[src/rtl/ppd_pkg.sv]
`timescale 1ns / 1ps
// ----------------------------------------------------------------------------
// Polarization product detector package
// Shared widths, mode codes, channel structs and queue entry type.
// ----------------------------------------------------------------------------
package ppd_pkg;

   localparam int SAMPLE_BITS = 16;
   localparam int VALUE_BITS  = 35;
   localparam int MODE_BITS   = 2;
   localparam int SLOT_BITS   = 2;
   localparam int NUM_VALUES  = 4;
   localparam int NUM_PRODS   = 8;
   // Operands carry one extra bit for the sums and differences of the circular mode.
   localparam int OP_BITS     = SAMPLE_BITS + 1;
   localparam int PROD_BITS   = 2 * OP_BITS;

   localparam logic [MODE_BITS-1:0] MODE_INTENSITY = 2'd0;
   localparam logic [MODE_BITS-1:0] MODE_LINEAR    = 2'd1;
   localparam logic [MODE_BITS-1:0] MODE_CIRCULAR  = 2'd2;
   localparam logic [MODE_BITS-1:0] MODE_STOKES    = 2'd3;

   typedef struct packed {
      logic signed [SAMPLE_BITS-1:0] x_re;
      logic signed [SAMPLE_BITS-1:0] x_im;
      logic signed [SAMPLE_BITS-1:0] y_re;
      logic signed [SAMPLE_BITS-1:0] y_im;
   } ppd_req_type;

   typedef struct packed {
      logic signed [VALUE_BITS-1:0] product_value;
      logic [SLOT_BITS-1:0]         product_slot;
      logic                         last_of_run;
   } ppd_rsp_type;

   typedef struct packed {
      logic [MODE_BITS-1:0]                   mode;
      logic [NUM_VALUES-1:0][VALUE_BITS-1:0]  value;
   } ppd_entry_type;

   // Slot number of the final product of a run in the given mode.
   function automatic logic [SLOT_BITS-1:0] last_slot(input logic [MODE_BITS-1:0] mode);
      logic [SLOT_BITS-1:0] slot;
      unique case (mode)
         MODE_INTENSITY: slot = 2'd0;
         MODE_LINEAR:    slot = 2'd1;
         MODE_CIRCULAR:  slot = 2'd1;
         MODE_STOKES:    slot = 2'd3;
         default:        slot = 2'd0;
      endcase
      return slot;
   endfunction

endpackage

[src/rtl/ppd_queue.sv]
`timescale 1ns / 1ps
// ----------------------------------------------------------------------------
// Polarization product detector queue
// Small FIFO of computed entries between the front end and the emitter.
// ----------------------------------------------------------------------------
module ppd_queue
   import ppd_pkg::*;
#(
   parameter int DEPTH = 4
)
(
   input  logic          clock,
   input  logic          reset,
   input  logic          push,
   input  ppd_entry_type push_data,
   output logic          full,
   input  logic          pop,
   output logic          head_valid,
   output ppd_entry_type head
);

   localparam int PTR_BITS = (DEPTH > 1) ? $clog2(DEPTH) : 1;
   localparam int CNT_BITS = $clog2(DEPTH + 1);

   ppd_entry_type       entry_ff [DEPTH];
   logic [PTR_BITS-1:0] wr_ptr_ff, wr_ptr_in;
   logic [PTR_BITS-1:0] rd_ptr_ff, rd_ptr_in;
   logic [CNT_BITS-1:0] count_ff, count_in;

   function automatic logic [PTR_BITS-1:0] next_ptr(input logic [PTR_BITS-1:0] ptr);
      return (ptr == PTR_BITS'(DEPTH - 1)) ? '0 : ptr + 1'b1;
   endfunction

   assign full       = (count_ff == CNT_BITS'(DEPTH));
   assign head_valid = (count_ff != '0);
   assign head       = entry_ff[rd_ptr_ff];

   always_comb begin
      wr_ptr_in = push ? next_ptr(wr_ptr_ff) : wr_ptr_ff;
      rd_ptr_in = pop ? next_ptr(rd_ptr_ff) : rd_ptr_ff;
      count_in  = count_ff;
      if (push && !pop) begin
         count_in = count_ff + 1'b1;
      end else if (pop && !push) begin
         count_in = count_ff - 1'b1;
      end
   end

   always_ff @(posedge clock) begin
      if (reset) begin
         wr_ptr_ff <= '0;
         rd_ptr_ff <= '0;
         count_ff  <= '0;
      end else begin
         wr_ptr_ff <= wr_ptr_in;
         rd_ptr_ff <= rd_ptr_in;
         count_ff  <= count_in;
      end
      if (push) begin
         entry_ff[wr_ptr_ff] <= push_data;
      end
   end

endmodule

[config.mk]
export PLATFORM = sky130hd
export DESIGN_NAME = ppd_queue
export DESIGN_NICKNAME = d
export VERILOG_FILES = /design/src/rtl/ppd_pkg.sv /design/src/rtl/ppd_queue.sv
export SDC_FILE = /design/constraint.sdc
export NUM_CORES = 1
export LEC_CHECK = 0
export BUFFER_PORTS_ARGS = -buffer_cell sky130_fd_sc_hd__buf_2
export CORE_MARGIN = 5
export CORE_UTILIZATION = 52
export CTS_BUF_LIST = sky130_fd_sc_hd__clkbuf_2
export DETAILED_ROUTE_END_ITERATION = 10
export GPL_ROUTABILITY_DRIVEN = 0
export PLACE_DENSITY = 0.69
export SYNTH_ARGS = -nofsm -noshare
export SYNTH_HDL_FRONTEND = slang
export SYNTH_SLANG_ARGS = --single-unit
[constraint.sdc]
create_clock -name clock -period 6 [get_ports clock]
set_input_delay 1.2 -clock clock [delete_from_list [all_inputs] [get_ports clock]]
set_output_delay 1.2 -clock clock [all_outputs]
set_load 0.01 [all_outputs]
======== Word level (Yosys, flattened, before mapping) ========
Memories as Yosys holds them, arrays and structs flattened. A register that Yosys moved wholly into a read port is not among the register bits.
Index checks and enable logic that the tools add are counted.
cells by class
  equality and inequality tests ........... 3
  reductions and logical operators ........ 6
  add/subtract/negate cells ............... 4
  muxes and demuxes ....................... 8
operator list
  cell                                               count
  2-to-1 mux 2 bit                                   4
  2-to-1 mux 3 bit                                   2
  adder 2 x 1 -> 2 bit (second input constant)       2
  equality test 2 bit (second input constant)        2
  adder 3 x 1 -> 3 bit (second input constant)       1
  equality test 3 bit (second input constant)        1
  nonzero test 3 bit                                 1
  subtractor 3 x 1 -> 3 bit (second input constant)  1
  logical AND 1 bit                                  2
  logical NOT 1 bit                                  2
  2-to-1 mux 1 bit                                   2
  nonzero test 2 bit                                 1
storage, ports and cells
  logic and storage cells ................. 25
  bits in registers ....................... 7
  input port bits ......................... 146
  output and inout port bits .............. 144
  memories ................................ 1
  memory bits (writable) .................. 568
memory list
  name      depth  width  rd ports  clocked after memory_dff  wr ports  line             RTL
  entry_ff  4      142    1         1                         1         ppd_queue.sv:25  ppd_entry_type entry_ff [DEPTH];

======== Depth between registers and ports, before layout ========
  word-level depth ........................ 4
  depth in mapped cells ................... 7
  gate-level depth less buffers ........... 7

======== Worst setup path after synthesis ========
No wires, ideal clock.
  path kind ............................... in2reg
  start point ............................. input push
  end point ............................... memory entry_ff[0][0] (netlist name), enable pin
  data required time ...................... 5.482 ns
  path slack .............................. 1.037 ns
  stages .................................. 1
  arrival time ............................ 4.445 ns
  path buffers ............................ 0
  setup time .............................. 0.518 ns
  cells stage by stage .................... and2_1
on the way
  word-level cells in the longest chain between the ends .. 2
ends and longest elaborated chain
  item                                    line             RTL
  start: declaration                      ppd_queue.sv:14  input logic push,
  2-to-1 mux 1 bit                        ppd_queue.sv:59  if (push) begin
  2-to-1 mux 1 bit (implied by the code)  ppd_queue.sv:60  entry_ff[wr_ptr_ff] <= push_data;
  end: declaration                        ppd_queue.sv:25
Every way passes these cells.

==> summary.md <==
| Metric | Value |
|---|---|
| Status | `finished, final reports clean` |
| Vias in the first global route | `10825` |
| Die X | `210.5 um` |
| Clock sink total | `577` |
| # IOs | `290` |
| Dpl hpwl | `23.29 mm` |
| CP peak stage delay | `0.92 ns` |
| MaxCap Viol Count | `0` |
| First-pass GRT wire length | `61.57 mm` |
| Synth area leaders | `edfxtp_1 (82%), mux4_2 (15%), dfxtp_1 (0.86%)` |
| Vias per cell | `5.341` |
| Top-count cell post-synth | `edfxtp_1` |
| Hold buffers post-CTS | `0` |
| Setup TNS | `0 ns` |
| CTS tree | `yes` |
| Crit Path Class | `flop to primary output` |
| VDD IR max | `0.0001694 V` |
| Fin. Hold Viols | `0` |
| Crit path capture type | `primary output` |
| Pwr Total | `7.898 mW` |
| Clock buffer count from CTS | `142` |
| Cells after DPL | `1578` |
| Post CTS Setup Buffer Count | `0` |
| Seq cells post-synth | `577` |
| Post-synth top area cell | `edfxtp_1` |
| Slew HR | `32.82%` |
| Library cells used by synthesis | `17` |
| Most instantiated cells after synthesis | `edfxtp_1 (568), mux4_2 (142), buf_2 (16), buf_6 (10), dfxtp_1 (9)` |
| Tcrit/Tclk final | `73.13%` |
| Worst hold-check path type | `input pin to flop` |
| Row Count | `73` |
| Startpoint Class | `flop` |
| Vias | `9784` |
| Share of the synthesized area in the top cell type | `81.57%` |
| Yosys warnings | `0` |
| CTS root buf | `clkbuf_2` |
| CTS resizes | `0` |
| Fraction of final layout cells sized beyond drive strength 1 | `51.81%` |
| LEAKAGE | `8.419 nW` |
| Mapped Nets | `939` |
| Sequential fraction of the synthesis area | `82.43%` |
| Routed WL per cell | `21.73 um` |
| DRC | `0` |
| Power per Cell Area | `325.3 nW/um2` |
| Mapped Cells | `786` |
| H-tree depth | `4` |
| ANT nets after route | `0` |
| Crit path time final | `4.388 ns` |
| Total Wirelength | `39.81 mm` |
| Async S/R FF share, synth | `0%` |
| Fin nets | `1350` |
| Fmax achieved | `227.9 MHz` |
| Initial antenna violation count | `6` |
| Clock latency at the later pin of the worst-skew pair | `1.06 ns` |
| Slew @ Worst Pin | `1.008 ns` |
| FF-to-FF Start | `wr_ptr_ff[0]$_SDFFE_PP0P_` |
| CP max-delay cell | `dfxtp_4` |
| Starting Density | `52.63%` |
| Die area | `44330 um2` |
| Worst-path clk slew | `0.11 ns` |
| Hold path start | `push_data[36]` |
| CP Cell Sequence | `buf_12 > mux4_2 > buf_2` |
| Worst clock skew | `0.05351 ns` |
| Filler cells | `2873` |
| Fin cells | `1832` |
| Slew Viols, Final | `0` |
| Core area | `39730 um2` |
| Final setup violation count | `0` |
| Critical Path RT | `4.80 ns` |
| RSZ-0062 raised after global routing | `false` |
| Critical path data arrival time | `3.19 ns` |
| Mapped Avg Cell Area | `26.60 um2` |
| Synth-to-layout area growth | `16.10%` |
| GRT Total Usage | `18.31%` |
| Post-Syn Area | `20910 um2` |
| IO buf count | `289` |
| GR Overflow Total | `0` |
| Worst hold slack | `0.3354 ns` |
| First-pass DRT Iterations | `5` |
| Top FF cell, synth | `edfxtp_1` |
| Die Ht | `210.5 um` |
| EDFF count, synth | `568` |
| Max FO, Critical Path | `85` |
| Largest net degree at the start of global routing | `103` |
| CTS Buffer Depth | `3` |
| 1st-iter DRT viols | `653` |
==> report_power, final <==
part / total, mW / internal (mW) / switching [mW]
registers: 4.67 / 4.61 / 0.0609
logic: 0.713 / 0.325 / 0.388
clock network: 2.51 / 1.07 / 1.44
==> cell usage in the layout, fill, tap and decap left out, types with 7 or more instances in the layout <==
cell	instances
edfxtp_1	568
clkbuf_2	213
inv_2	7
buf_2	289
mux4_2	142
clkinv_1	20
diode_2	8
dfxtp_1	7
buf_12	7
nor2_1	7
==> through the flow <==
stage	setup WS, ns	cell area [um2]	util [%]
final	1.612	24280	61.11
after CTS	1.389	24260	61.06
after global routing	1.274	24260	61.07
after floorplan	1.037	20910	-
after global placement	2.618	22980	57.84
after detailed placement	2.633	22980	57.84
==> critical path: cells and delay by family (launching register included) <==
family   cells  cell delay (ns)
mux          1             0.43
flops        1             0.92
buf+inv      2             0.68
==> worst paths after layout <==
path                               end  slack [ns]  cells after the start
min reg2reg   count_ff[2]$_SDFFE_PP0P_        0.55                      2
max reg2reg  entry_ff[1][71]$_DFFE_PP_        3.68                      3
max                           head[34]        1.61                      3
min          entry_ff[0][36]$_DFFE_PP_        0.34                      1
==> state kept, by name (all words and copies together) (netlist names), named ones only <==
signal	flops
count_ff	3
rd_ptr_ff	2
wr_ptr_ff	2
entry_ff	568
==> logic make-up (layout without fill, tap and decap cells) <==
family / after synthesis / after routing / synth area share, %
other cells: 0 / 8 / 0
simple gates: 15 / 15 / 0.3769
buf+inv: 36 / 549 / 1.101
fa+ha+maj: 7 / 7 / 0.4547
mux: 146 / 146 / 15.48
compound gates: 3 / 3 / 0.07178
flops: 577 / 577 / 82.43
xor+xnor: 2 / 2 / 0.08378
==> metal layers <==
metal  track usage, %  vias to the layer above  share of wire [%]
met5                0                        -              0.048
met3            6.653                       42                8.2
met4            7.065                        4                1.6
li1                 -                     4320                  -
met1            24.92                     5106                 42
met2            27.62                      312                 48
==> area by class of cell <==
cell class / instances / area, um2 / area share (%)
well taps: 525 / 656.9 / 2.706
inverters: 4 / 15.01 / 0.06184
clock inverters: 33 / 212.7 / 0.8761
clock buffers: 213 / 1066 / 4.391
multi-input cells: 173 / 3455 / 14.23
repair buffers: 299 / 1609 / 6.627
flip-flops and latches: 577 / 17240 / 71.03
diodes: 8 / 20.02 / 0.08246
No activity file was read; power rests on OpenSTA's default activity.
