**config.mk**
```make
export PLATFORM = sky130hd
export DESIGN_NAME = ppd_back
export DESIGN_NICKNAME = d
export VERILOG_FILES = /design/src/rtl/ppd_pkg.sv /design/src/rtl/ppd_back.sv
export SDC_FILE = /design/constraint.sdc
export NUM_CORES = 1
export LEC_CHECK = 0
export BUFFER_PORTS_ARGS = -buffer_cell sky130_fd_sc_hd__buf_2
export CELL_PAD_IN_SITES_DETAIL_PLACEMENT = 0
export CELL_PAD_IN_SITES_GLOBAL_PLACEMENT = 1
export CORE_ASPECT_RATIO = 0.5
export CORE_MARGIN = 3
export CORE_UTILIZATION = 31
export DETAILED_ROUTE_END_ITERATION = 6
export PLACE_DENSITY_LB_ADDON = 0.1
export SYNTH_ARGS = -nofsm -noshare
export SYNTH_HDL_FRONTEND = slang
export SYNTH_SLANG_ARGS = --single-unit
```
**constraint.sdc**
```tcl
create_clock -name clock -period 3.8 [get_ports clock]
set_clock_uncertainty 0.2 [all_clocks]
set_input_delay 0.38 -clock clock [delete_from_list [all_inputs] [get_ports clock]]
set_output_delay 0.38 -clock clock [all_outputs]
set_load 0.02 [all_outputs]
```
**src/rtl/ppd_pkg.sv**
```systemverilog
`timescale 1ns / 1ps
// ----------------------------------------------------------------------------
// Polarization product detector package
// Shared widths, mode codes, channel structs and queue entry type.
// ----------------------------------------------------------------------------
package ppd_pkg;

   localparam int SAMPLE_BITS = 16;
   localparam int VALUE_BITS  = 35;
   localparam int MODE_BITS   = 2;
   localparam int SLOT_BITS   = 2;
   localparam int NUM_VALUES  = 4;
   localparam int NUM_PRODS   = 8;
   // Operands carry one extra bit for the sums and differences of the circular mode.
   localparam int OP_BITS     = SAMPLE_BITS + 1;
   localparam int PROD_BITS   = 2 * OP_BITS;

   localparam logic [MODE_BITS-1:0] MODE_INTENSITY = 2'd0;
   localparam logic [MODE_BITS-1:0] MODE_LINEAR    = 2'd1;
   localparam logic [MODE_BITS-1:0] MODE_CIRCULAR  = 2'd2;
   localparam logic [MODE_BITS-1:0] MODE_STOKES    = 2'd3;

   typedef struct packed {
      logic signed [SAMPLE_BITS-1:0] x_re;
      logic signed [SAMPLE_BITS-1:0] x_im;
      logic signed [SAMPLE_BITS-1:0] y_re;
      logic signed [SAMPLE_BITS-1:0] y_im;
   } ppd_req_type;

   typedef struct packed {
      logic signed [VALUE_BITS-1:0] product_value;
      logic [SLOT_BITS-1:0]         product_slot;
      logic                         last_of_run;
   } ppd_rsp_type;

   typedef struct packed {
      logic [MODE_BITS-1:0]                   mode;
      logic [NUM_VALUES-1:0][VALUE_BITS-1:0]  value;
   } ppd_entry_type;

   // Slot number of the final product of a run in the given mode.
   function automatic logic [SLOT_BITS-1:0] last_slot(input logic [MODE_BITS-1:0] mode);
      logic [SLOT_BITS-1:0] slot;
      unique case (mode)
         MODE_INTENSITY: slot = 2'd0;
         MODE_LINEAR:    slot = 2'd1;
         MODE_CIRCULAR:  slot = 2'd1;
         MODE_STOKES:    slot = 2'd3;
         default:        slot = 2'd0;
      endcase
      return slot;
   endfunction

endpackage

```
**src/rtl/ppd_back.sv**
```systemverilog
`timescale 1ns / 1ps
// ----------------------------------------------------------------------------
// Polarization product detector emitter
// Walks queue head products to the output register, one per unstalled cycle.
// ----------------------------------------------------------------------------
module ppd_back
   import ppd_pkg::*;
(
   input  logic          clock,
   input  logic          reset,
   input  logic          head_valid,
   input  ppd_entry_type head,
   output logic          pop,
   output logic          rsp_valid,
   input  logic          rsp_stall,
   output ppd_rsp_type   rsp_data
);

   logic                 rsp_valid_ff, rsp_valid_in;
   ppd_rsp_type          rsp_data_ff, rsp_data_in;
   logic [SLOT_BITS-1:0] slot_ff, slot_in;

   logic load;
   logic take;
   logic last;

   assign load = !rsp_valid_ff || !rsp_stall;
   assign take = load && head_valid;
   assign last = (slot_ff == last_slot(head.mode));
   assign pop  = take && last;

   assign rsp_valid = rsp_valid_ff;
   assign rsp_data  = rsp_data_ff;

   always_comb begin
      rsp_valid_in = rsp_valid_ff;
      rsp_data_in  = rsp_data_ff;
      slot_in      = slot_ff;
      if (load) begin
         rsp_valid_in = head_valid;
      end
      if (take) begin
         rsp_data_in.product_value = head.value[slot_ff];
         rsp_data_in.product_slot  = slot_ff;
         rsp_data_in.last_of_run   = last;
         slot_in                   = last ? '0 : slot_ff + 1'b1;
      end
   end

   always_ff @(posedge clock) begin
      if (reset) begin
         rsp_valid_ff <= 1'b0;
         slot_ff      <= '0;
      end else begin
         rsp_valid_ff <= rsp_valid_in;
         slot_ff      <= slot_in;
      end
      rsp_data_ff <= rsp_data_in;
   end

endmodule

```
Word-level counts from Yosys, hierarchy flattened
Cells that the tools add are included.
{"block": "word_totals", "reg_bits": 41, "word_cells": 22, "output_inout_bits": 40, "in_bits": 146}
{"block": "op_classes", "magnitude_cmp": 1, "eq_ne": 4, "reduce_logical": 7, "n_mux": 4, "add_sub_neg": 1}
{"op": "$bmux W35 S2", "count": 1}
{"op": "$mux W35", "count": 1}
{"op": "$pmux W2 S3", "count": 1}
{"op": "$eq A2 B2 Y1 const B", "count": 2}
{"op": "$lt A2 B3 Y1 const B", "count": 1}
{"op": "$add A2 B1 Y2 const B", "count": 1}
{"op": "$eq A2 B1 Y1 const B", "count": 1}
{"op": "$eq A2 B2 Y1", "count": 1}
{"op": "$logic_and A1 B1 Y1", "count": 2}
{"op": "$logic_not A1 Y1", "count": 2}
{"op": "$logic_not A2 Y1", "count": 1}
{"op": "$mux W2", "count": 1}
{"op": "$reduce_or A2 Y1", "count": 1}
{"op": "$logic_or A1 B1 Y1", "count": 1}

Logic depth before layout (Yosys ltp)
{"block": "depth", "word_depth": 5, "mapped_depth": 4, "depth_no_buf": 4}

Least setup slack after synthesis
OpenSTA, ideal clock, no wires.
{"block": "synth_path", "path_kind": "input -> register", "start": "input port head_valid", "end": "register slot_ff[0]", "t_required_ns": 3.530, "arrival_time_ns": 1.828, "slack_ns": 1.702, "path_buffers": 0, "setup_ns": 0.070, "stages": 4, "cell_sequence": "a21bo_2 > inv_1 > o311ai_0 > a21oi_1"}
{"block": "synth_via", "elab_chain_len": 1}
{"element": "start: declaration", "line": "ppd_back.sv:11", "source": "input logic head_valid,"}
{"element": "$logic_and A1 B1 Y1", "line": "ppd_back.sv:28", "source": "assign take = load && head_valid;"}
{"element": "named net take", "line": "ppd_back.sv:24", "source": "logic take;"}
{"element": "end signal: assignment", "line": "ppd_back.sv:56", "source": "slot_ff <= slot_in;"}
{"element": "end: declaration", "line": "ppd_back.sv:21", "source": "logic [SLOT_BITS-1:0] slot_ff, slot_in;"}
The timed path passes the listed nets, and every way through them passes these cells.
A chain may end at the register's enable or synchronous reset.

Final worst setup path
{"block": "layout_path", "start": "register slot_ff[1]", "end": "output port pop"}
{"block": "layout_via", "elab_chain_len": 2}
{"element": "$eq A2 B2 Y1", "line": "ppd_back.sv:29", "source": "assign last = (slot_ff == last_slot(head.mode));"}
{"element": "$logic_and A1 B1 Y1", "line": "ppd_back.sv:30", "source": "assign pop = take && last;"}
{"element": "end: declaration", "line": "ppd_back.sv:13", "source": "output logic pop,"}
No other way between the ends.

==> results.py <==
metrics = {
    "status": {
        "status": "complete, no violations",
    },
    "logic_synthesis": {
        "synth_edf_count": 38,
        "synth_seq_cells": 41,
        "syn_inst": 101,
        "synth_nets": 247,
        "async_flop_share": 0,
        "synth_ff_type": "edfxtp_1",
        "ys_types": 20,
        "yosysWarnings": 0,
        "synth.avg_cell_area_um2": 21.2,
        "syn_area_mm2": 0.00214,
        "yosysSeqAreaShare": 0.561,
    },
    "routing": {
        "drtIter0Drc": 92,
        "wirelength_um": 6270,
        "ant_nets": 0,
        "viasPerCell": 4.81,
        "wl_per_cell_um": 16.7,
        "drtPass1Iterations": 4,
        "vias": 1808,
        "route.detailed.drc": 0,
    },
    "timing": {
        "finalSetupViolations": 0,
        "min_period_ns": 2.44,
        "fmax_ghz": 0.410,
        "slew_headroom": 0.381,
        "fin_crit_sh": 0.642,
        "setup_slack_ns": 1.36,
        "maxSlewViolCount": 0,
        "tightest_slew_ns": 0.928,
        "hold_viol": 0,
        "rsz0062_at_grt": "false",
        "tns_ns": 0,
    },
    "setup_path": {
        "cp-startpoint": "slot_ff[1]$_SDFFE_PP0P_",
        "worst-path-max-fanout": 42,
        "crit_required_ns": 3.22,
        "worstSetupStartpointType": "flip-flop",
        "worstPathArrival_ns": 1.86,
        "crit_slowest_cell": "dfxtp_2",
        "worstReg2RegStart": "slot_ff[0]$_SDFFE_PP0P_",
        "crit_path_end_kind": "primary output",
        "crit_family": "flip-flops",
        "critPathKind": "flip-flop to primary output",
        "max_stage_delay_ns": 0.94,
        "cp_num_buf_inv": 1,
        "path_cells": "a41oi_1 -> a21oi_1 -> buf_2",
    },
    "layout": {
        "utilization": 0.516,
        "syn2layout_area_growth_pct": 53.4,
        "final_area_mm2": 0.00328,
        "drive_above_1_share": 0.806,
        "fin_nets": 433,
        "num-fill-cells": 556,
        "antenna_cells": 0,
        "stdcell_count": 376,
    },
    "global_routing": {
        "grt_max_degree": 43,
        "first_global_vias": 1959,
        "antenna_found_initial": 0,
        "track_usage": 0.159,
        "overflow": 0,
        "grt_pass1_wl_um": 9600,
    },
    "hold_path": {
        "hp-class": "primary input to flip-flop",
        "worstHoldStart": "reset",
    },
    "pwr": {
        "leakagePower_nw": 1.42,
        "ir_worst_vdd_uv": 162,
        "cellPowerDensity_mw_per_mm2": 369,
    },
    "placement": {
        "dp_hpwl_um": 5160,
        "dp.cells": 368,
        "place_area_mm2": 0.00314,
        "gp_congestion": 0.745,
        "port_buffers": 185,
        "pre_cts_slack_ns": 1.60,
    },
    "clock_tree": {
        "cts_buffers": 5,
        "cts_tree": "yes",
        "htree_levels": 2,
        "cts_hold_buf": 0,
        "cts.sinks": 41,
        "insertion_delay_ns": 0.27,
        "clk_pin_slew_ns": 0.06,
        "cts-root-buf": "clkbuf_16",
        "cts.repair.resized": 0,
        "ctsLongestPathBuffers": 2,
        "cts_setup_buffers": 0,
    },
    "floorplan": {
        "die_h_um": 64.7,
        "coreArea_mm2": 0.00636,
        "start_util": 0.337,
        "io_pins": 186,
        "fp.dieW_um": 123,
        "rows": 20,
        "dieArea_mm2": 0.00800,
    },
    "run": {
        "cap_violations": 0,
    },
}
final cells by class:
class | count | area (µm²) | area share
Sequential cell | 41 | 1200 | 0.367
Timing Repair Buffer | 187 | 941 | 0.287
Multi-Input combinational cell | 50 | 882 | 0.269
Tap cell | 88 | 110 | 0.0335
Clock buffer | 5 | 125 | 0.0381
Inverter | 2 | 7.51 | 0.00229
Clock inverter | 3 | 12.5 | 0.00381
worst reg2reg max path, cell delays in order (launching register included):
cell and delay, ns:
dfxtp_2 0.52, buf_4 0.54, mux4_2 0.59
state kept, by name (all words and copies together) (netlist names):
name / count
rsp_data: 38
rsp_valid: 1
slot_ff: 2
routing by layer:
layer | share of wire | track usage | routed length, µm | up-vias
met3 | 0.11 | 0.0541 | 688 | 8
li1 | - | - | - | 830
met2 | 0.53 | 0.297 | 3340 | 103
met1 | 0.34 | 0.170 | 2160 | 867
met5 | 0 | 0 | 0 | -
met4 | 0.014 | 0.0497 | 89 | 0
final timing paths:
check	slack, ns	depth (start not counted)	end
min reg2reg	0.32	2	rsp_valid$_SDFFE_PP0P_
max	1.36	3	pop
min	0.09	2	slot_ff[0]$_SDFFE_PP0P_
max reg2reg	1.68	2	rsp_data[27]$_DFFE_PP_
logic make-up after synthesis:
kind of cell | share of synthesized area
flip-flops | 0.561
XOR/XNOR | 0.00409
multiplexers | 0.368
AND/OR/NAND/NOR | 0.0152
buffers and inverters | 0.0263
AO/OA/AOI/OAI | 0.0246
cell usage after synthesis (2+ instances only):
library cell / count / area (µm²)
dfxtp_1: 3 / 60.1
nand2_1: 2 / 7.51
mux4_2: 35 / 788
buf_4: 2 / 15.0
edfxtp_1: 38 / 1140
buf_2: 3 / 15.0
buf_1: 2 / 7.51
a21oi_1: 4 / 20.0
per-stage QoR:
stage          power (W)  hold slack [ns]
3_3_place_gp    0.000823            0.298
6_report         0.00121           0.0913
4_1_cts          0.00123           0.0868
5_1_grt          0.00127           0.0866
2_1_floorplan   0.000711            0.249
3_5_place_dp    0.000830            0.307
cells in the final DEF, fill, tap and decap left out, drive strengths merged:
| cell | instances |
|---|---|
| o311ai | 1 |
| nor2 | 1 |
| or3 | 1 |
| clkbuf | 5 |
| a21bo | 1 |
| inv | 2 |
| nand4b | 1 |
| a21oi | 4 |
| buf | 187 |
| nand2 | 2 |
| dfxtp | 3 |
| a41oi | 1 |
| clkinv | 3 |
| mux4 | 35 |
| nor4 | 1 |
| edfxtp | 38 |
| o21ai | 1 |
| xnor2 | 1 |
where the power goes:
part           internal (W)  total [W]  leakage [nW]  switching (W)
combinational      0.000141   0.000258         0.960       0.000117
clock              0.000237   0.000395        0.0687       0.000158
sequential         0.000541   0.000557         0.394      0.0000166
(Power assumes the default switching activity.)
